[src/hw/rtl/inductive_line_sensor_error_assert.svh]
// ----------------------------------------------------------------------------
// Assertion macros for the inductive line sensor error block
// Each macro takes a label, clock, reset, antecedent, consequent and message.
// ----------------------------------------------------------------------------
`ifndef INDUCTIVE_LINE_SENSOR_ERROR_ASSERT_SVH
`define INDUCTIVE_LINE_SENSOR_ERROR_ASSERT_SVH

`ifndef NO_ASSERTIONS

// Same-cycle implication.
`define ILSE_ASSERT_NOW(lbl, clk, rst, ante, cons, msg) \
   lbl: assert property (@(posedge clk) disable iff (rst) (ante) |-> (cons)) \
      else $error(msg);

// Next-cycle implication.
`define ILSE_ASSERT_NEXT(lbl, clk, rst, ante, cons, msg) \
   lbl: assert property (@(posedge clk) disable iff (rst) (ante) |=> (cons)) \
      else $error(msg);

`else

`define ILSE_ASSERT_NOW(lbl, clk, rst, ante, cons, msg)
`define ILSE_ASSERT_NEXT(lbl, clk, rst, ante, cons, msg)

`endif

`endif

[src/hw/rtl/ilse_pkg.sv]
`timescale 1ns / 1ps
// ----------------------------------------------------------------------------
// ilse_pkg
// Shared constants and types of the inductive line sensor error block.
// ----------------------------------------------------------------------------
package ilse_pkg;

   // Default widths.
   localparam int SAMPLE_BITS_DEF = 12;
   localparam int FRAC_BITS_DEF   = 12;

   // Result format: signed Q4.12 in 16 bits.
   localparam int QBITS = 16;
   localparam logic signed [QBITS-1:0] Q_MAX = 16'sh7FFF;
   localparam logic signed [QBITS-1:0] Q_MIN = 16'sh8000;

   // Protection hold counter.
   localparam int HOLD_W = 10;
   localparam logic [HOLD_W-1:0] HOLD_TICKS_RST = 10'd500;
   localparam int THRESHOLD_RST = 40;

   // Configuration register indexes.
   localparam int CSR_IDX_W = 2;
   localparam logic [CSR_IDX_W-1:0] CSR_CLAMP_LOW  = 2'd0;
   localparam logic [CSR_IDX_W-1:0] CSR_CLAMP_HIGH = 2'd1;
   localparam logic [CSR_IDX_W-1:0] CSR_THRESHOLD  = 2'd2;
   localparam logic [CSR_IDX_W-1:0] CSR_HOLD_TICKS = 2'd3;

   // Status from the shared divider back to the sequencer.
   typedef struct packed {
      logic done;
      logic zero_den;
   } div_sts_type;

endpackage

[src/hw/rtl/ilse_div.sv]
`timescale 1ns / 1ps
// ----------------------------------------------------------------------------
// ilse_div
// Shared restoring divider: (num * 2^FRAC_BITS) / den, truncated toward zero
// and saturated to signed Q4.12. One quotient bit per cycle, 16 steps.
// ----------------------------------------------------------------------------
`include "inductive_line_sensor_error_assert.svh"

module ilse_div #(
   parameter int SAMPLE_BITS = ilse_pkg::SAMPLE_BITS_DEF,
   parameter int FRAC_BITS   = ilse_pkg::FRAC_BITS_DEF,
   localparam int OP_W = ((SAMPLE_BITS > ilse_pkg::QBITS) ? SAMPLE_BITS
                          : ilse_pkg::QBITS) + 1
) (
   input  logic                       clock,
   input  logic                       reset,
   input  logic                       start,
   input  logic signed [OP_W-1:0]     num,
   input  logic signed [OP_W-1:0]     den,
   output ilse_pkg::div_sts_type      sts,
   output logic signed [ilse_pkg::QBITS-1:0] quot
);

   localparam int QB     = ilse_pkg::QBITS;
   localparam int SHIFT  = (FRAC_BITS > QB - 1) ? FRAC_BITS : QB - 1;
   localparam int ACC_W  = OP_W + SHIFT;
   localparam int CNT_W  = $clog2(QB);
   localparam logic [CNT_W-1:0] LAST_STEP = CNT_W'(QB - 1);

   logic [ACC_W-1:0] rem_ff;
   logic [ACC_W-1:0] dsh_ff;
   logic [QB-1:0]    q_ff;
   logic [CNT_W-1:0] cnt_ff;
   logic             busy_ff;
   logic             done_ff;
   logic             neg_ff;
   logic             zero_ff;
   logic signed [QB-1:0] quot_ff;

   logic [OP_W-1:0]  num_mag;
   logic [OP_W-1:0]  den_mag;
   logic             ge;
   logic [QB-1:0]    q_in;
   logic signed [QB-1:0] quot_in;

   // Operand magnitudes.
   assign num_mag = num[OP_W-1] ? OP_W'(-num) : OP_W'(num);
   assign den_mag = den[OP_W-1] ? OP_W'(-den) : OP_W'(den);

   // One restoring step: compare, conditionally subtract, shift in a bit.
   assign ge   = (rem_ff >= dsh_ff);
   assign q_in = {q_ff[QB-2:0], ge};

   // Final sign and saturation; the top quotient bit flags an overflow.
   always_comb begin
      if (zero_ff) begin
         quot_in = '0;
      end else if (q_in[QB-1]) begin
         quot_in = neg_ff ? ilse_pkg::Q_MIN : ilse_pkg::Q_MAX;
      end else if (neg_ff) begin
         quot_in = -$signed(q_in);
      end else begin
         quot_in = $signed(q_in);
      end
   end

   // Divider sequencing.
   always_ff @(posedge clock) begin
      if (reset) begin
         busy_ff <= 1'b0;
         done_ff <= 1'b0;
      end else begin
         done_ff <= 1'b0;
         if (start) begin
            rem_ff  <= ACC_W'(num_mag) << FRAC_BITS;
            dsh_ff  <= ACC_W'(den_mag) << (QB - 1);
            q_ff    <= '0;
            cnt_ff  <= '0;
            neg_ff  <= num[OP_W-1] ^ den[OP_W-1];
            zero_ff <= (den == '0);
            busy_ff <= 1'b1;
         end else if (busy_ff) begin
            rem_ff <= ge ? (rem_ff - dsh_ff) : rem_ff;
            dsh_ff <= dsh_ff >> 1;
            q_ff   <= q_in;
            cnt_ff <= cnt_ff + 1'b1;
            if (cnt_ff == LAST_STEP) begin
               busy_ff <= 1'b0;
               done_ff <= 1'b1;
               quot_ff <= quot_in;
            end
         end
      end
   end

   assign sts.done     = done_ff;
   assign sts.zero_den = zero_ff;
   assign quot         = quot_ff;

   // A new division is only launched on an idle unit.
   `ILSE_ASSERT_NOW(a_start_idle, clock, reset, start, !busy_ff, "divider started while busy")
   // A launch always begins a fresh step count.
   `ILSE_ASSERT_NEXT(a_start_busy, clock, reset, start, busy_ff && cnt_ff == '0, "divider launch lost")
   // Completion coincides with the unit going idle.
   `ILSE_ASSERT_NOW(a_done_idle, clock, reset, done_ff, !busy_ff && $past(busy_ff), "done without work")

endmodule

[src/hw/rtl/inductive_line_sensor_error.sv]
`timescale 1ns / 1ps
// ----------------------------------------------------------------------------
// inductive_line_sensor_error
// Clamps three inductor samples, tracks per-channel min/max in calibrate
// mode, normalizes each channel and, in run mode, forms the steering error
// with a shared divider, and runs a loss-of-signal protection latch.
// ----------------------------------------------------------------------------
//  Channel   Direction  Handshake            Payload
//  req_*     in         req_valid/req_stall  func, three samples, stop line
//  rsp_*     out        rsp_valid/rsp_stall  three norms, error, status bits
//  csr_*     in         csr_valid/csr_ready  csr_index, csr_data
//
// A run request computes four quotients and a calibrate request three, one
// after another on the shared divider: each is a launch, 16 divider steps
// and a hand-back. No new request is accepted until the result is issued.
// Reset is synchronous and active high; it restores the min/max trackers and
// the protection latch. A stalled response is held in the output register;
// the block waits for it only when the next result is ready. csr_ready is
// always high.
// ----------------------------------------------------------------------------
`include "inductive_line_sensor_error_assert.svh"

module inductive_line_sensor_error #(
   parameter int SAMPLE_BITS = ilse_pkg::SAMPLE_BITS_DEF,
   parameter int FRAC_BITS   = ilse_pkg::FRAC_BITS_DEF,
   localparam int CSR_W = (SAMPLE_BITS > ilse_pkg::HOLD_W) ? SAMPLE_BITS
                          : ilse_pkg::HOLD_W
) (
   input  logic                               clock,
   input  logic                               reset,
   // Request channel
   input  logic                               req_valid,
   output logic                               req_stall,
   input  logic                               req_func,
   input  logic [SAMPLE_BITS-1:0]             req_left_sample,
   input  logic [SAMPLE_BITS-1:0]             req_right_sample,
   input  logic [SAMPLE_BITS-1:0]             req_mid_sample,
   input  logic                               req_stop_line_seen,
   // Response channel
   output logic                               rsp_valid,
   input  logic                               rsp_stall,
   output logic signed [ilse_pkg::QBITS-1:0]  rsp_left_norm_q,
   output logic signed [ilse_pkg::QBITS-1:0]  rsp_right_norm_q,
   output logic signed [ilse_pkg::QBITS-1:0]  rsp_mid_norm_q,
   output logic signed [ilse_pkg::QBITS-1:0]  rsp_steer_error_q,
   output logic                               rsp_error_valid,
   output logic                               rsp_protect_tripped,
   output logic                               rsp_protect_active,
   // Configuration write channel
   input  logic                               csr_valid,
   output logic                               csr_ready,
   input  logic [ilse_pkg::CSR_IDX_W-1:0]     csr_index,
   input  logic [CSR_W-1:0]                   csr_data
);

   localparam int QB    = ilse_pkg::QBITS;
   localparam int HW    = ilse_pkg::HOLD_W;
   localparam int OP_W  = ((SAMPLE_BITS > QB) ? SAMPLE_BITS : QB) + 1;
   localparam int ERR_W = QB + 1;

   typedef enum logic [1:0] {
      ST_IDLE,
      ST_DIV,
      ST_FINISH
   } state_type;

   typedef enum logic [1:0] {
      CH_LEFT,
      CH_RIGHT,
      CH_MID,
      CH_ERR
   } chan_type;

   state_type state_ff;
   chan_type  sel_ff;
   logic      start_ff;

   // Configuration registers.
   logic [SAMPLE_BITS-1:0] clamp_low_ff;
   logic [SAMPLE_BITS-1:0] clamp_high_ff;
   logic [SAMPLE_BITS-1:0] threshold_ff;
   logic [HW-1:0]          hold_ticks_ff;

   // Calibration trackers and protection state.
   logic [SAMPLE_BITS-1:0] left_max_ff,  left_min_ff;
   logic [SAMPLE_BITS-1:0] right_max_ff, right_min_ff;
   logic [SAMPLE_BITS-1:0] mid_max_ff,   mid_min_ff;
   logic                   latch_ff;
   logic [HW-1:0]          hold_cnt_ff;

   // Current request.
   logic [SAMPLE_BITS-1:0] l_ff, r_ff, m_ff;
   logic                   run_ff;
   logic                   stop_ff;
   logic signed [QB-1:0]   ln_ff, rn_ff, mn_ff, err_ff;
   logic                   bad_ff;

   // Response register.
   logic                   rsp_valid_ff;
   logic signed [QB-1:0]   rsp_ln_ff, rsp_rn_ff, rsp_mn_ff, rsp_err_ff;
   logic                   rsp_ok_ff, rsp_trip_ff, rsp_active_ff;

   logic                   accept;
   logic                   finish_go;
   logic [SAMPLE_BITS-1:0] l_in, r_in, m_in;
   logic signed [OP_W-1:0] op_num, op_den;
   logic signed [ERR_W-1:0] err_num, err_den;
   logic                   trip;
   logic                   latch_set;
   logic [HW-1:0]          cnt_inc;
   logic                   release_hold;
   ilse_pkg::div_sts_type  div_sts;
   logic signed [QB-1:0]   div_quot;

   // Clamp a raw sample: upper limit first, then lower limit.
   function automatic logic [SAMPLE_BITS-1:0] limit_sample(
      input logic [SAMPLE_BITS-1:0] raw,
      input logic [SAMPLE_BITS-1:0] lo,
      input logic [SAMPLE_BITS-1:0] hi
   );
      logic [SAMPLE_BITS-1:0] x;
      x = (raw > hi) ? hi : raw;
      x = (x < lo) ? lo : x;
      return x;
   endfunction

   assign accept    = req_valid && !req_stall;
   assign req_stall = (state_ff != ST_IDLE);
   assign csr_ready = 1'b1;

   assign l_in = limit_sample(req_left_sample,  clamp_low_ff, clamp_high_ff);
   assign r_in = limit_sample(req_right_sample, clamp_low_ff, clamp_high_ff);
   assign m_in = limit_sample(req_mid_sample,   clamp_low_ff, clamp_high_ff);

   // Operands for the shared divider.
   assign err_num = ERR_W'(ln_ff) - ERR_W'(rn_ff);
   assign err_den = ERR_W'(ln_ff) + ERR_W'(rn_ff);

   always_comb begin
      unique case (sel_ff)
         CH_LEFT: begin
            op_num = $signed(OP_W'(l_ff) - OP_W'(left_min_ff));
            op_den = $signed(OP_W'(left_max_ff) - OP_W'(left_min_ff));
         end
         CH_RIGHT: begin
            op_num = $signed(OP_W'(r_ff) - OP_W'(right_min_ff));
            op_den = $signed(OP_W'(right_max_ff) - OP_W'(right_min_ff));
         end
         CH_MID: begin
            op_num = $signed(OP_W'(m_ff) - OP_W'(mid_min_ff));
            op_den = $signed(OP_W'(mid_max_ff) - OP_W'(mid_min_ff));
         end
         CH_ERR: begin
            op_num = OP_W'(err_num);
            op_den = OP_W'(err_den);
         end
      endcase
   end

   ilse_div #(
      .SAMPLE_BITS (SAMPLE_BITS),
      .FRAC_BITS   (FRAC_BITS)
   ) u_div (
      .clock (clock),
      .reset (reset),
      .start (start_ff),
      .num   (op_num),
      .den   (op_den),
      .sts   (div_sts),
      .quot  (div_quot)
   );

   // Loss-of-signal guard and hold counter.
   assign trip = run_ff && (l_ff < threshold_ff) && (r_ff < threshold_ff) &&
                 (m_ff < threshold_ff) && !stop_ff;
   assign latch_set    = latch_ff || trip;
   assign cnt_inc      = latch_set ? (hold_cnt_ff + 1'b1) : hold_cnt_ff;
   assign release_hold = (cnt_inc >= hold_ticks_ff);

   assign finish_go = (state_ff == ST_FINISH) && (!rsp_valid_ff || !rsp_stall);

   // Sequencer, trackers, configuration and response register.
   always_ff @(posedge clock) begin
      if (reset) begin
         state_ff      <= ST_IDLE;
         sel_ff        <= CH_LEFT;
         start_ff      <= 1'b0;
         rsp_valid_ff  <= 1'b0;
         clamp_low_ff  <= '0;
         clamp_high_ff <= '1;
         threshold_ff  <= SAMPLE_BITS'(ilse_pkg::THRESHOLD_RST);
         hold_ticks_ff <= ilse_pkg::HOLD_TICKS_RST;
         left_max_ff   <= '0;
         right_max_ff  <= '0;
         mid_max_ff    <= '0;
         left_min_ff   <= '1;
         right_min_ff  <= '1;
         mid_min_ff    <= '1;
         latch_ff      <= 1'b0;
         hold_cnt_ff   <= '0;
      end else begin
         start_ff <= 1'b0;

         // Configuration writes.
         if (csr_valid && csr_ready) begin
            unique case (csr_index)
               ilse_pkg::CSR_CLAMP_LOW:  clamp_low_ff  <= csr_data[SAMPLE_BITS-1:0];
               ilse_pkg::CSR_CLAMP_HIGH: clamp_high_ff <= csr_data[SAMPLE_BITS-1:0];
               ilse_pkg::CSR_THRESHOLD:  threshold_ff  <= csr_data[SAMPLE_BITS-1:0];
               ilse_pkg::CSR_HOLD_TICKS: hold_ticks_ff <= csr_data[HW-1:0];
            endcase
         end

         // Response drains when taken.
         if (rsp_valid_ff && !rsp_stall) begin
            rsp_valid_ff <= 1'b0;
         end

         unique case (state_ff)
            ST_IDLE: begin
               if (accept) begin
                  l_ff     <= l_in;
                  r_ff     <= r_in;
                  m_ff     <= m_in;
                  run_ff   <= req_func;
                  stop_ff  <= req_stop_line_seen;
                  bad_ff   <= 1'b0;
                  sel_ff   <= CH_LEFT;
                  start_ff <= 1'b1;
                  state_ff <= ST_DIV;
                  // Calibrate mode widens the window before normalizing.
                  if (!req_func) begin
                     if (l_in > left_max_ff)  left_max_ff  <= l_in;
                     if (l_in < left_min_ff)  left_min_ff  <= l_in;
                     if (r_in > right_max_ff) right_max_ff <= r_in;
                     if (r_in < right_min_ff) right_min_ff <= r_in;
                     if (m_in > mid_max_ff)   mid_max_ff   <= m_in;
                     if (m_in < mid_min_ff)   mid_min_ff   <= m_in;
                  end
               end
            end
            ST_DIV: begin
               if (div_sts.done) begin
                  bad_ff <= bad_ff || div_sts.zero_den;
                  unique case (sel_ff)
                     CH_LEFT: begin
                        ln_ff    <= div_quot;
                        sel_ff   <= CH_RIGHT;
                        start_ff <= 1'b1;
                     end
                     CH_RIGHT: begin
                        rn_ff    <= div_quot;
                        sel_ff   <= CH_MID;
                        start_ff <= 1'b1;
                     end
                     CH_MID: begin
                        mn_ff <= div_quot;
                        if (run_ff) begin
                           sel_ff   <= CH_ERR;
                           start_ff <= 1'b1;
                        end else begin
                           state_ff <= ST_FINISH;
                        end
                     end
                     CH_ERR: begin
                        err_ff   <= div_quot;
                        state_ff <= ST_FINISH;
                     end
                  endcase
               end
            end
            ST_FINISH: begin
               if (finish_go) begin
                  rsp_valid_ff <= 1'b1;
                  rsp_ln_ff    <= ln_ff;
                  rsp_rn_ff    <= rn_ff;
                  rsp_mn_ff    <= mn_ff;
                  rsp_err_ff   <= run_ff ? err_ff : '0;
                  rsp_ok_ff    <= run_ff && !bad_ff;
                  rsp_trip_ff  <= trip;
                  state_ff     <= ST_IDLE;
                  if (run_ff) begin
                     rsp_active_ff <= latch_set;
                     latch_ff      <= release_hold ? 1'b0 : latch_set;
                     hold_cnt_ff   <= release_hold ? '0 : cnt_inc;
                  end else begin
                     rsp_active_ff <= latch_ff;
                  end
               end
            end
            default: begin
               state_ff <= ST_IDLE;
            end
         endcase
      end
   end

   assign rsp_valid           = rsp_valid_ff;
   assign rsp_left_norm_q     = rsp_ln_ff;
   assign rsp_right_norm_q    = rsp_rn_ff;
   assign rsp_mid_norm_q      = rsp_mn_ff;
   assign rsp_steer_error_q   = rsp_err_ff;
   assign rsp_error_valid     = rsp_ok_ff;
   assign rsp_protect_tripped = rsp_trip_ff;
   assign rsp_protect_active  = rsp_active_ff;

   // One request at a time: acceptance closes the input until the result.
   `ILSE_ASSERT_NEXT(a_accept_busy, clock, reset, accept, req_stall, "request accepted while busy")
   // The hold counter only runs while the latch is set.
   `ILSE_ASSERT_NOW(a_cnt_idle, clock, reset, !latch_ff, hold_cnt_ff == '0, "hold count without latch")
   // A trip always reports the drive as disabled.
   `ILSE_ASSERT_NOW(a_trip_active, clock, reset, rsp_valid_ff && rsp_trip_ff, rsp_active_ff, "trip without active")

endmodule

[config.mk]
export PLATFORM = sky130hd
export DESIGN_NAME = inductive_line_sensor_error
export DESIGN_NICKNAME = d
export VERILOG_FILES = /design/src/hw/rtl/ilse_pkg.sv /design/src/hw/rtl/ilse_div.sv /design/src/hw/rtl/inductive_line_sensor_error.sv
export VERILOG_INCLUDE_DIRS = /design/src /design/src/hw/rtl
export SDC_FILE = /design/constraint.sdc
export NUM_CORES = 1
export LEC_CHECK = 0
export BUFFER_PORTS_ARGS = -buffer_cell sky130_fd_sc_hd__buf_2
export CAP_MARGIN = 20
export CORE_ASPECT_RATIO = 1.2
export CORE_UTILIZATION = 42
export DETAILED_ROUTE_END_ITERATION = 16
export MAX_ROUTING_LAYER = met4
export RECOVER_POWER = 25
export SKIP_LAST_GASP = 1
export SLEW_MARGIN = 20
export SYNTH_ARGS = -nofsm -noshare
export SYNTH_HDL_FRONTEND = slang
export SYNTH_SLANG_ARGS = --single-unit
[constraint.sdc]
create_clock -name clock -period 6.15 [get_ports clock]
set_input_delay 0.615 -clock clock [delete_from_list [all_inputs] [get_ports clock]]
set_output_delay 0.615 -clock clock [all_outputs]
set_load 0.01 [all_outputs]
Word level (Yosys, flattened, before mapping)
Cells that the tools add are included.
{ "op_classes": {"mux": 50, "n_eq_ne": 16, "n_addsub": 14, "order_cmp": 17, "bitwise": 5, "div": 0, "reduce_logical": 50, "n_shift": 0, "multipliers": 0} }
{ "op_table": {"columns": ["operator", "count"], "rows": [
  ["one-hot mux 17 bit (4 select lines)", 2],
  ["two-way mux 32 bit", 4],
  ["less-than comparator 12 bit", 9],
  ["subtractor 12 x 12 -> 13 bit", 6],
  ["greater-than comparator 12 bit", 6],
  ["two-way mux 12 bit", 6],
  ["two-way mux 16 bit", 3],
  ["AND reduction 4 bit", 12],
  ["two-way mux 17 bit", 2],
  ["negation 17 bit", 2],
  [">= comparator 32 bit", 1],
  ["subtractor 32 bit", 1],
  ["two-way mux 29 bit", 1],
  ["two-way mux 10 bit", 2],
  ["adder 16 x 16 -> 17 bit", 1],
  ["zero test 17 bit", 1],
  ["subtractor 16 x 16 -> 17 bit", 1],
  ["negation 16 bit", 1],
  ["two-way mux 15 bit", 1],
  ["two-way mux 1 bit", 14],
  ["two-way mux 2 bit", 7],
  ["one-hot mux 2 bit (3 select lines)", 2],
  ["AND reduction 2 bit", 6],
  ["AND reduction 3 bit", 4],
  ["other kinds (23)", 57]
]} }
{ "word_totals": {"inputBits": 57, "n_memories": 0, "latchBits": 0, "mem_bits_ro": 0, "out_inout_bits": 70, "reg_bits": 408, "mem_bits_rw": 0} }

Longest topological paths before layout
Gate-level depths: netlist of the first run.
{ "logic_depth": {"depth_word": 9, "mapped_depth": 30} }

Modules after synthesis
A second synthesis of the first run with hierarchy kept.
{ "unflattened": {"hier_cells": 2982, "hier_area_um2": 28393.5} }
{ "by_module_without_submodules": {"columns": ["module", "cells_each", "area_per_inst_um2", "n_inst", "seq_area_each_um2"], "rows": [
  ["inductive_line_sensor_error", 2270, 21509.4, 1, 7807.5],
  ["ilse_div", 712, 6884.1, 1, 3072.9]
]} }

Worst setup path before layout of the first run
OpenSTA, ideal clock, no wires.
{ "synth_path": {"kind": "input-to-reg", "from": "in req_right_sample[5]", "to": "reg right_max_ff[10]", "path_stages": 25, "arrival_ns": 6.021, "n_path_buf": 4, "slack_ns": 0.001, "t_required_ns": 6.022, "path_cell_list": "ha_1 -> a21o_1 -> a21o_1 -> a21oi_1 -> o21a_1 -> a21oi_1 -> clkbuf_1 -> mux2_2 -> ha_1 -> a21o_1 -> a21o_1 -> a221o_1 -> a31oi_1 -> o21ai_0 -> buf_2 -> mux2_2 -> ha_1 -> nand4_1 -> or2_2 -> o221ai_1 -> o211a_1 -> clkbuf_1 -> buf_1 -> mux2i_1 -> nor2_1"} }
{ "synth_between": {"elab_chain_len": 6} }
{ "synth_rtl": {"columns": ["item", "line_no", "text"], "rows": [
  ["start: declaration", "inductive_line_sensor_error.sv:36", "input logic [SAMPLE_BITS-1:0] req_right_sample,"],
  ["greater-than comparator 12 bit", "inductive_line_sensor_error.sv:122", "x = (raw > hi) ? hi : raw;"],
  ["two-way mux 12 bit *", "inductive_line_sensor_error.sv:122", null],
  ["less-than comparator 12 bit", "inductive_line_sensor_error.sv:123", "x = (x < lo) ? lo : x;"],
  ["two-way mux 12 bit *", "inductive_line_sensor_error.sv:123", null],
  ["net r_in[10]", "inductive_line_sensor_error.sv:105", "logic [SAMPLE_BITS-1:0] l_in, r_in, m_in;"],
  ["greater-than comparator 12 bit", "inductive_line_sensor_error.sv:235", "if (r_in > right_max_ff) right_max_ff <= r_in;"],
  ["AND reduction 4 bit (no source line)", null, null],
  ["end signal: assignment", "inductive_line_sensor_error.sv:235", null],
  ["end: declaration", "inductive_line_sensor_error.sv:86", "logic [SAMPLE_BITS-1:0] right_max_ff, right_min_ff;"]
]} }
The timed path passes the listed nets; every way through them passes the cells marked *.
A chain may end at the register's enable or synchronous reset.

Worst setup path after layout of the first run
{ "layout_path": {"from": "reg clamp_high_ff[5]", "to": "reg left_min_ff[0]"} }
{ "layout_between": {"elab_chain_len": 6} }
{ "layout_rtl": {"columns": ["item", "line_no", "text"], "rows": [
  ["start: declaration", "inductive_line_sensor_error.sv:80", "logic [SAMPLE_BITS-1:0] clamp_high_ff;"],
  ["start signal: assignment", "inductive_line_sensor_error.sv:208", "ilse_pkg::CSR_CLAMP_HIGH: clamp_high_ff <= csr_data[SAMPLE_BITS-1:0];"],
  ["greater-than comparator 12 bit", "inductive_line_sensor_error.sv:122", null],
  ["two-way mux 12 bit *", "inductive_line_sensor_error.sv:122", null],
  ["less-than comparator 12 bit", "inductive_line_sensor_error.sv:123", null],
  ["two-way mux 12 bit *", "inductive_line_sensor_error.sv:123", null],
  ["net l_in[9]", "inductive_line_sensor_error.sv:105", null],
  ["less-than comparator 12 bit *", "inductive_line_sensor_error.sv:234", "if (l_in < left_min_ff) left_min_ff <= l_in;"],
  ["AND reduction 4 bit (no source line) *", null, null],
  ["end signal: assignment", "inductive_line_sensor_error.sv:234", null],
  ["end: declaration", "inductive_line_sensor_error.sv:85", "logic [SAMPLE_BITS-1:0] left_max_ff, left_min_ff;"]
]} }
Marks and branches as above.

==> impl_metrics.ini, run 1 <==
[placement]
post_dp_cell_area_um2 = 30100
post-dp-hpwl_um = 63870
port-buffer-count = 125
gp_congestion = 0.9563

[worst_setup_path]
cp-end-kind = flip-flop
worstPathArrival_ns = 6.37
crit_path_frequent_cell = buf_4
worst_setup_path_start_kind = flip-flop
worst-endpoint-required_ns = 6.63
max_stage_delay_ns = 0.44
crit_path_max_fanout = 24
path_class = flip-flop to flip-flop
cp_slowest_cell = mux2_2
r2r.worst_path.cells = 28

[clock_tree]
postCtsHoldBufs = 0
htreeDepth = 2
numCtsBuffers = 44
cts_setup_buffers = 0
cts-root-buf = clkbuf_16
clk-insertion-delay-late_ns = 0.60
clock_tree.buffer_depth = 3
cts_tree = built
path_clk_slew_ns = 0.07
clkSinkCount = 408

[layout]
stdcell_area_um2 = 31650
layout_commonest_cell = ha_1
layout_common_cells = ha_1 (327), edfxtp_1 (271), nor2_1 (244), inv_1 (232), a21oi_1 (189)
fill_cells = 6187
area_delta_synth_final_pct = 12.25
fin_nets = 3430
area.sequential_um2 = 10880
multiInputGateArea_um2 = 16070
drive_gt1_frac = 0.1393

[power_and_ir_drop]
finalPower_uw = 7712
clock_power_share = 0.359
power.switching_uw = 2390
ir_worst_vdd_v = 0.0002295
leakage_uw = 0.01324
p_int_uw = 5322
swShare = 0.3099
power.density_nw_per_um2 = 243.7
power_frac_seq = 0.404
p_comb_frac = 0.237

[grt]
grt_pass1_wl_um = 125200
grtUsageTotal = 0.2444
grt_pass1_vias = 21848
antenna_found_initial = 2
grt_start_max_net_pins = 78
grt_overflow = 0

[yosys]
synth-edff-count = 271
avgSynthCellArea_um2 = 9.733
syn_inst = 2897
async_reset_ff_frac = 0
ys_ff_latch = 408
yosysSeqAreaShare = 0.3859
synth.largest_area_cell = edfxtp_1
netlist_area_um2 = 28200
synth-main-ff-cell = edfxtp_1
yosysWarnings = 0
post-synth-top-area-fraction = 0.2886
synth_nets = 3290
synthTopCellsByArea = edfxtp_1 (29%), ha_1 (15%), dfxtp_1 (9.7%)
ys_types = 118

[timing]
layout_min_cycle_time_ns = 5.892
period_share = 0.9580
setup-violations-final = 0
slew_viol_final = 0
timing.setup.tns_ns = 0
worst_pin_slew_ns = 1.471
slew_headroom = 0.01811
clock_skew_ns = 0.01857
hold_viol = 0
max_freq_mhz = 169.7
rsz0062_at_grt = yes

[floorplan]
row_count = 103
core_area_um2 = 66110
dieArea_um2 = 68180
initial_utilization = 0.4265
fp.dieH_um = 285.8
die_w_um = 238.5
io_pins = 127

[drt]
dr.first_iter.drc_count = 1500
finalWirelength_um = 81380
vias = 22276
viasPerCell = 5.615
wire_per_inst_um = 20.51
firstDrtPassIters = 6
drcViolationCount = 0
final_antenna_net_count = 0

[flow_run]
max-cap-violations = 0

[status]
status = finished, final reports clean

[min_path]
hold_path.class = input port to flip-flop
whs_path_depth = 3
[repair_timing]
action                                  4_1_cts  5_1_grt
gates resized for setup                       1        6
endpoints found under the setup margin       12       66
pin swaps                                     0        1
[synthesized netlist by cell type (23+ instances only)]
master,count
ha_1,327
a31oi_1,23
nor3_1,52
a211oi_1,24
o21a_1,33
o211ai_1,50
nand4_1,46
xnor2_1,68
a21o_1,79
and2_1,31
dfxtp_1,137
nor2_1,246
or3_1,27
mux2_2,76
nand2b_1,43
edfxtp_1,271
inv_1,233
nor2b_1,55
nand3_1,56
nand2_1,176
a21oi_1,192
xor2_1,46
clkbuf_1,75
o21ai_0,120
mux2i_1,79
[metrics by stage]
step / hold WS [ns] / util / instances / setup slack, ns
floorplan: 0.4003 / - / 2897 / 0.001391
detailed placement: 0.4045 / 0.4553 / 3883 / -0.4284
global placement: 0.4042 / 0.4552 / 3882 / -0.2111
global route: 0.2936 / 0.4787 / 3967 / -0.03406
finish: 0.3017 / 0.4787 / 3967 / 0.2585
CTS: 0.2293 / 0.4781 / 3965 / 0.1441
[kinds of logic (layout without fill, tap and decap cells)]
| family | count (synthesis) | in the layout | synth area share |
|---|---|---|---|
| xor+xnor | 114 | 114 | 0.03541 |
| other cells | 1 | 3 | 0.0001330 |
| buf+inv | 341 | 517 | 0.04690 |
| fa+ha+maj | 336 | 336 | 0.1515 |
| mux | 157 | 157 | 0.05920 |
| flops | 408 | 408 | 0.3859 |
| simple gates | 824 | 824 | 0.1465 |
| compound gates | 716 | 716 | 0.1744 |
[path summary, 6_finish.rpt]
path	from	to	slack, ns
worst max-delay path	clamp_high_ff[5]	left_min_ff[0]	0.26
worst min-delay path	rsp_stall	rsp_valid	0.30
worst max register to register	clamp_high_ff[5]	left_min_ff[0]	0.26
worst min register to register	mn_ff[10]	rsp_mid_norm_q[10]	0.42
[routing by layer]
layer | vias up | routed length [µm] | global-route usage
li1 | 10884 | - | -
met1 | 10684 | 34580 | 0.2912
met2 | 559 | 39680 | 0.4168
met3 | 149 | 3573 | 0.02866
met4 | 0 | 3542 | 0.1014
met5 | - | 0 | -
[flip-flops by register name (all words and copies together) (netlist names), 15 cells and up]
name / cells
rsp_steer_error_q: 16
rsp_mid_norm_q: 16
u_div.dsh_ff: 32
u_div.quot: 16
mn_ff: 16
err_ff: 16
rsp_right_norm_q: 16
u_div.rem_ff: 32
rsp_left_norm_q: 16
rn_ff: 16
u_div.q_ff: 15
ln_ff: 16
[final cells by class]
type	instances	area share
Timing Repair Buffer	198	0.03740
Inverter	237	0.02811
Clock buffer	46	0.03503
Antenna cell	2	0.0001581
Tap cell	892	0.03526
Multi-Input combinational cell	2148	0.5078
Clock inverter	36	0.01249
Sequential cell	408	0.3438
[critical path: cells and delay by family, from the launching register on]
family / cells / cell delay, ns
and+or+nand+nor: 5 / 0.57
buffers and inverters: 5 / 0.92
AOI/OAI and AO/OA: 12 / 2.07
adders and majority gates: 3 / 0.91
muxes: 3 / 0.99
DFF: 1 / 0.33
[power groups by stage]
stage	registers, µW	logic (µW)	clock network [µW]
2_1_floorplan	3130	1290	0
3_3_place_gp	3170	1760	0
3_5_place_dp	3170	1800	0
4_1_cts	3120	1820	2830
5_1_grt	3120	2010	2930
6_report	3120	1830	2770
Note: power is estimated with default switching activity, not from simulation.
==> run 2: changes to the inputs <==
Settings changed: MAX_ROUTING_LAYER met4 to not set.
==> run 2 against run 1 <==
Critical endpoint unchanged. Die area stayed put. First-iteration DRC count is 1.0% lower. Clock power is 2% lower. Routed wire length is 0.71% higher. Cell count is 0.13% lower. The flow now finishes with violations (capacitance limit, slew limit). Largest cell class unchanged.
==> impl_metrics.ini, run 2 (synthesis gave the netlist of run 1 again) <==
[status]
status = finished with violations
violations = capacitance limit, slew limit

[placement]
place_inst = 3878
port-buffer-count = 125
post-place-ws_ns = -0.1727
gp_congestion = 0.9489
post-dp-hpwl_um = 64390

[clock_tree]
clock_tree.buffer_depth = 3
clk-insertion-delay-late_ns = 0.61
htreeDepth = 2
clkSinkCount = 408
path_clk_slew_ns = 0.07
cts_tree = built
postCtsHoldBufs = 0
cts-root-buf = clkbuf_16
numCtsBuffers = 44

[worst_setup_path]
cp-end-kind = flip-flop
r2r-end = left_min_ff[0]
crit_path_max_fanout = 24
crit_path_frequent_cell = a21o_1
cp_slowest_cell = mux2_2
r2r.worst_path.cells = 28
max_stage_delay_ns = 0.44
worst_setup_path_start_kind = flip-flop
endpoint = left_min_ff[0]
worst-endpoint-required_ns = 6.63
r2r_start = clamp_high_ff[5]
r2r_setup_slack_ns = 0.40
worstPathArrival_ns = 6.22
crit_start = clamp_high_ff[5]
path_class = flip-flop to flip-flop

[floorplan]
fp.dieH_um = 285.8
core_area_um2 = 66110
io_pins = 127
initial_utilization = 0.4265
die_w_um = 238.5
row_count = 103
dieArea_um2 = 68180

[drt]
dr.first_iter.drc_count = 1485
wire_per_inst_um = 20.68
vias = 22400
viasPerCell = 5.654
firstDrtPassIters = 5
finalWirelength_um = 81950
final_antenna_net_count = 0
drcViolationCount = 0

[layout]
fin_nets = 3427
fill_cells = 6215
antennaDiodeCount = 0
area.sequential_um2 = 10880
layout_commonest_cell = ha_1
reg_top3 = u_div.dsh_ff (32), u_div.rem_ff (32)
multiInputGateArea_um2 = 16090
instances_no_fill = 3962
area_delta_synth_final_pct = 12.22
layout_common_cells = ha_1 (327), edfxtp_1 (271), nor2_1 (244), inv_1 (232), a21oi_1 (190)
drive_gt1_frac = 0.1362

[grt]
grt_pass1_vias = 22085
antenna_found_initial = 1
grt_overflow = 0
grt_pass1_wl_um = 125700
grtUsageTotal = 0.2386
grt_start_max_net_pins = 106

[min_path]
hold_path.class = input port to flip-flop
min_from = rsp_stall

[timing]
slew_viol_final = 53
max_freq_mhz = 174.0
setup-violations-final = 0
slew_headroom = -1.015
period_share = 0.9346
worst_pin_slew_ns = 3.023
fin_ws_ns = 0.4021
hold_viol = 0
clock_skew_ns = 0.03112
layout_min_cycle_time_ns = 5.748

[power_and_ir_drop]
power.density_nw_per_um2 = 242.6
ir_worst_vdd_v = 0.0001850
leakage_uw = 0.01321

[flow_run]
max-cap-violations = 1
## run 2: report_power, final
| group | internal, µW | switching, µW |
|---|---|---|
| logic | 735 | 1110 |
| registers | 3040 | 79.4 |
| clock network | 1530 | 1180 |
## run 2: area by class of cell
class,instances,area share
multi-input combinational,2148,0.5086
sequential,408,0.3440
timing repair buffer,195,0.03729
clock buffer,57,0.03678
tap,892,0.03527
inverter,237,0.02812
clock inverter,25,0.009965
## run 2: critical path: cells and delay by family (launching register included)
kind,cells,cell delay (ns)
AO/OA/AOI/OAI,14,2.32
multiplexers,3,1.01
buffers and inverters,5,0.82
adder cells (fa/ha/maj),3,0.68
AND/OR/NAND/NOR,3,0.43
flip-flops,1,0.34
## run 2: metal layers
| layer | share of wire | vias up | track usage |
|---|---|---|---|
| li1 | - | 10871 | - |
| met1 | 0.42 | 10757 | 0.2900 |
| met2 | 0.49 | 602 | 0.4187 |
| met3 | 0.039 | 168 | 0.02982 |
| met4 | 0.048 | 2 | 0.1098 |
| met5 | 0.00016 | - | 0 |
## run 2: worst min-delay path by stage
| stage | end | cells past startpoint |
|---|---|---|
| after floorplan | rsp_mid_norm_q[0] | 0 |
| after global placement | rsp_mid_norm_q[12] | 0 |
| after detailed placement | rsp_mid_norm_q[8] | 0 |
| after CTS | stop_ff | 1 |
| after global routing | rsp_valid | 3 |
| final | rsp_valid | 3 |
## run 2: stage by stage
stage               TNS (ns)  instance area, µm²  total power (µW)  hold WS (ns)    util
finish                     0               31640              7676        0.3094  0.4786
detailed placement    -1.900               30080              4983        0.4045  0.4550
floorplan                  0               28200              4420        0.4003       -
CTS                        0               31560              7715        0.2439  0.4774
global route        -0.01832               31640              8031        0.2935  0.4786
global placement     -0.6473               30080              4933        0.4056  0.4549
## run 2: what timing repair did
action	in CTS	in global routing
setup buffers	0	2
gates resized for setup	0	14
setup endpoints to repair	0	68
==> run 3: changes to the inputs <==
==> constraint.sdc (replaced) <==
create_clock -name clock -period 6.15 [get_ports clock]
set_input_delay 0 -clock clock [delete_from_list [all_inputs] [get_ports clock]]
set_output_delay 0 -clock clock [all_outputs]
set_load 0.01 [all_outputs]
==> run 3 against run 2 <==
The run now ends clean. Critical path depth up 1. Sequential power about the same. Non-clock buffer count up 28. Routed wire length up 2.4%. Sequential share of layout area down 0.29 points. Cell count up 0.71%. Hold slack worse by 0.26 ns. Worst setup slack worse by 0.15 ns. Largest cell class unchanged. Largest power group unchanged.
==> impl_metrics.ini, run 3 (synthesis gave the netlist of run 1 again) <==
[status]
status = finished, final reports clean

[layout]
area_delta_synth_final_pct = 13.17
drive_gt1_frac = 0.1198
layout_common_cells = ha_1 (327), edfxtp_1 (271), nor2_1 (243), inv_1 (232), a21oi_1 (190)
instances_no_fill = 3990
reg_top3 = u_div.dsh_ff (32), u_div.rem_ff (32)
layout_commonest_cell = ha_1
stdcell_area_um2 = 31910
fin_nets = 3456
antennaDiodeCount = 0

[clock_tree]
path_clk_slew_ns = 0.08
cts-root-buf = clkbuf_16
cts_tree = built
clkSinkCount = 408
htreeDepth = 2
clock_tree.buffer_depth = 3
numCtsBuffers = 45
clk-insertion-delay-late_ns = 0.60

[timing]
rsz0062_at_grt = yes
hold_viol = 0
layout_min_cycle_time_ns = 5.901
period_share = 0.9596
slew_headroom = 0.1206
worst_pin_slew_ns = 1.317
slew_viol_final = 0
max_freq_mhz = 169.5
clock_skew_ns = 0.03035
setup-violations-final = 0

[power_and_ir_drop]
ir_worst_vdd_v = 0.0001942
finalPower_uw = 7802
leakage_uw = 0.01323
power.density_nw_per_um2 = 244.5

[worst_setup_path]
cp_slowest_cell = mux2_2
worst-endpoint-required_ns = 6.61
crit_path_frequent_cell = a21o_1
worst_setup_path_start_kind = flip-flop
max_stage_delay_ns = 0.38
r2r_setup_slack_ns = 0.25
path_class = flip-flop to flip-flop
cp-end-kind = flip-flop
crit_path_max_fanout = 12
worstPathArrival_ns = 6.36

[grt]
grt_pass1_wl_um = 128700
grt_pass1_vias = 22292
grt_start_max_net_pins = 87
grt_overflow = 0
grtUsageTotal = 0.2441
antenna_found_initial = 0

[drt]
dr.first_iter.drc_count = 1511
final_antenna_net_count = 0
vias = 22525
wire_per_inst_um = 21.03
drcViolationCount = 0
firstDrtPassIters = 5
viasPerCell = 5.645
finalWirelength_um = 83900

[floorplan]
fp.dieH_um = 285.8
row_count = 103
core_area_um2 = 66110
die_w_um = 238.5
io_pins = 127
dieArea_um2 = 68180
initial_utilization = 0.4265

[placement]
port-buffer-count = 125
gp_congestion = 0.9606
post-dp-hpwl_um = 65270
post_dp_cell_area_um2 = 29970
place_inst = 3863

[flow_run]
max-cap-violations = 0

[min_path]
hold_path.class = input port to flip-flop
## run 3: cell types whose count changed in the layout (fill, tap and decap cells not counted), sizes merged
cell         before  now
clkbuf           61  110
clkinvlp          6    8
bufinv            4    6
dlygate4sd3       0   28
inv             236  238
buf             191  138
clkinv           16   14
## run 3: final timing paths
check / from / end / depth (start not counted)
setup / recovery: clamp_high_ff[5] / left_min_ff[0] / 29
hold / removal: req_left_sample[10] / l_ff[10] / 3
setup reg to reg: clamp_high_ff[5] / left_min_ff[0] / 29
hold reg to reg: mn_ff[13] / rsp_mid_norm_q[13] / 0
## run 3: where the power goes
part           internal (µW)  leakage (µW)  switching, µW
registers               3030       0.00360           83.8
clock network           1650      0.000727           1180
logic                    746       0.00891           1110
total                   5430        0.0132           2370
## run 3: stage by stage
stage,setup TNS (ns),hold slack (ns),setup WS [ns],util
2_1_floorplan,0,0.09887,0.2025,-
3_3_place_gp,0,0.2403,0.1560,0.4532
3_5_place_dp,0,0.2445,0.02247,0.4532
4_1_cts,0,0.01444,0.0008114,0.4808
5_1_grt,-0.01925,0.03405,-0.01916,0.4826
6_report,0,0.04756,0.2486,0.4826
## run 3: final cells by class
type,count,area [µm²]
timing repair buffer,223,1390
inverter,237,889.6
tap,892,1116
multi-input combinational,2148,16090
fill,6195,34200
sequential,408,10880
clock inverter,29,351.6
clock buffer,53,1186
## run 3: critical path: cells and delay by family, from the launching register on
kind / cells / cell delay [ns]
AOI/OAI and AO/OA: 13 / 2.17
muxes: 3 / 0.96
adders and majority gates: 3 / 0.90
buffers and inverters: 6 / 0.88
and+or+nand+nor: 4 / 0.47
DFF: 1 / 0.37
## run 3: metal layers
layer	part of all wire	global-route usage	wire, µm
met4	0.044	0.1034	3693
met3	0.040	0.02441	3362
met5	0	0	0
met2	0.49	0.4281	41180
met1	0.43	0.3042	35670
## run 3: what timing repair did
item / in CTS / in global routing
hold endpoints to repair: 78 / 0
gates cloned: 0 / 1
setup buffers: 0 / 16
hold buffers: 28 / 0
pin swaps: 0 / 2
gates resized for setup: 1 / 14
endpoints found under the setup margin: 2 / 72
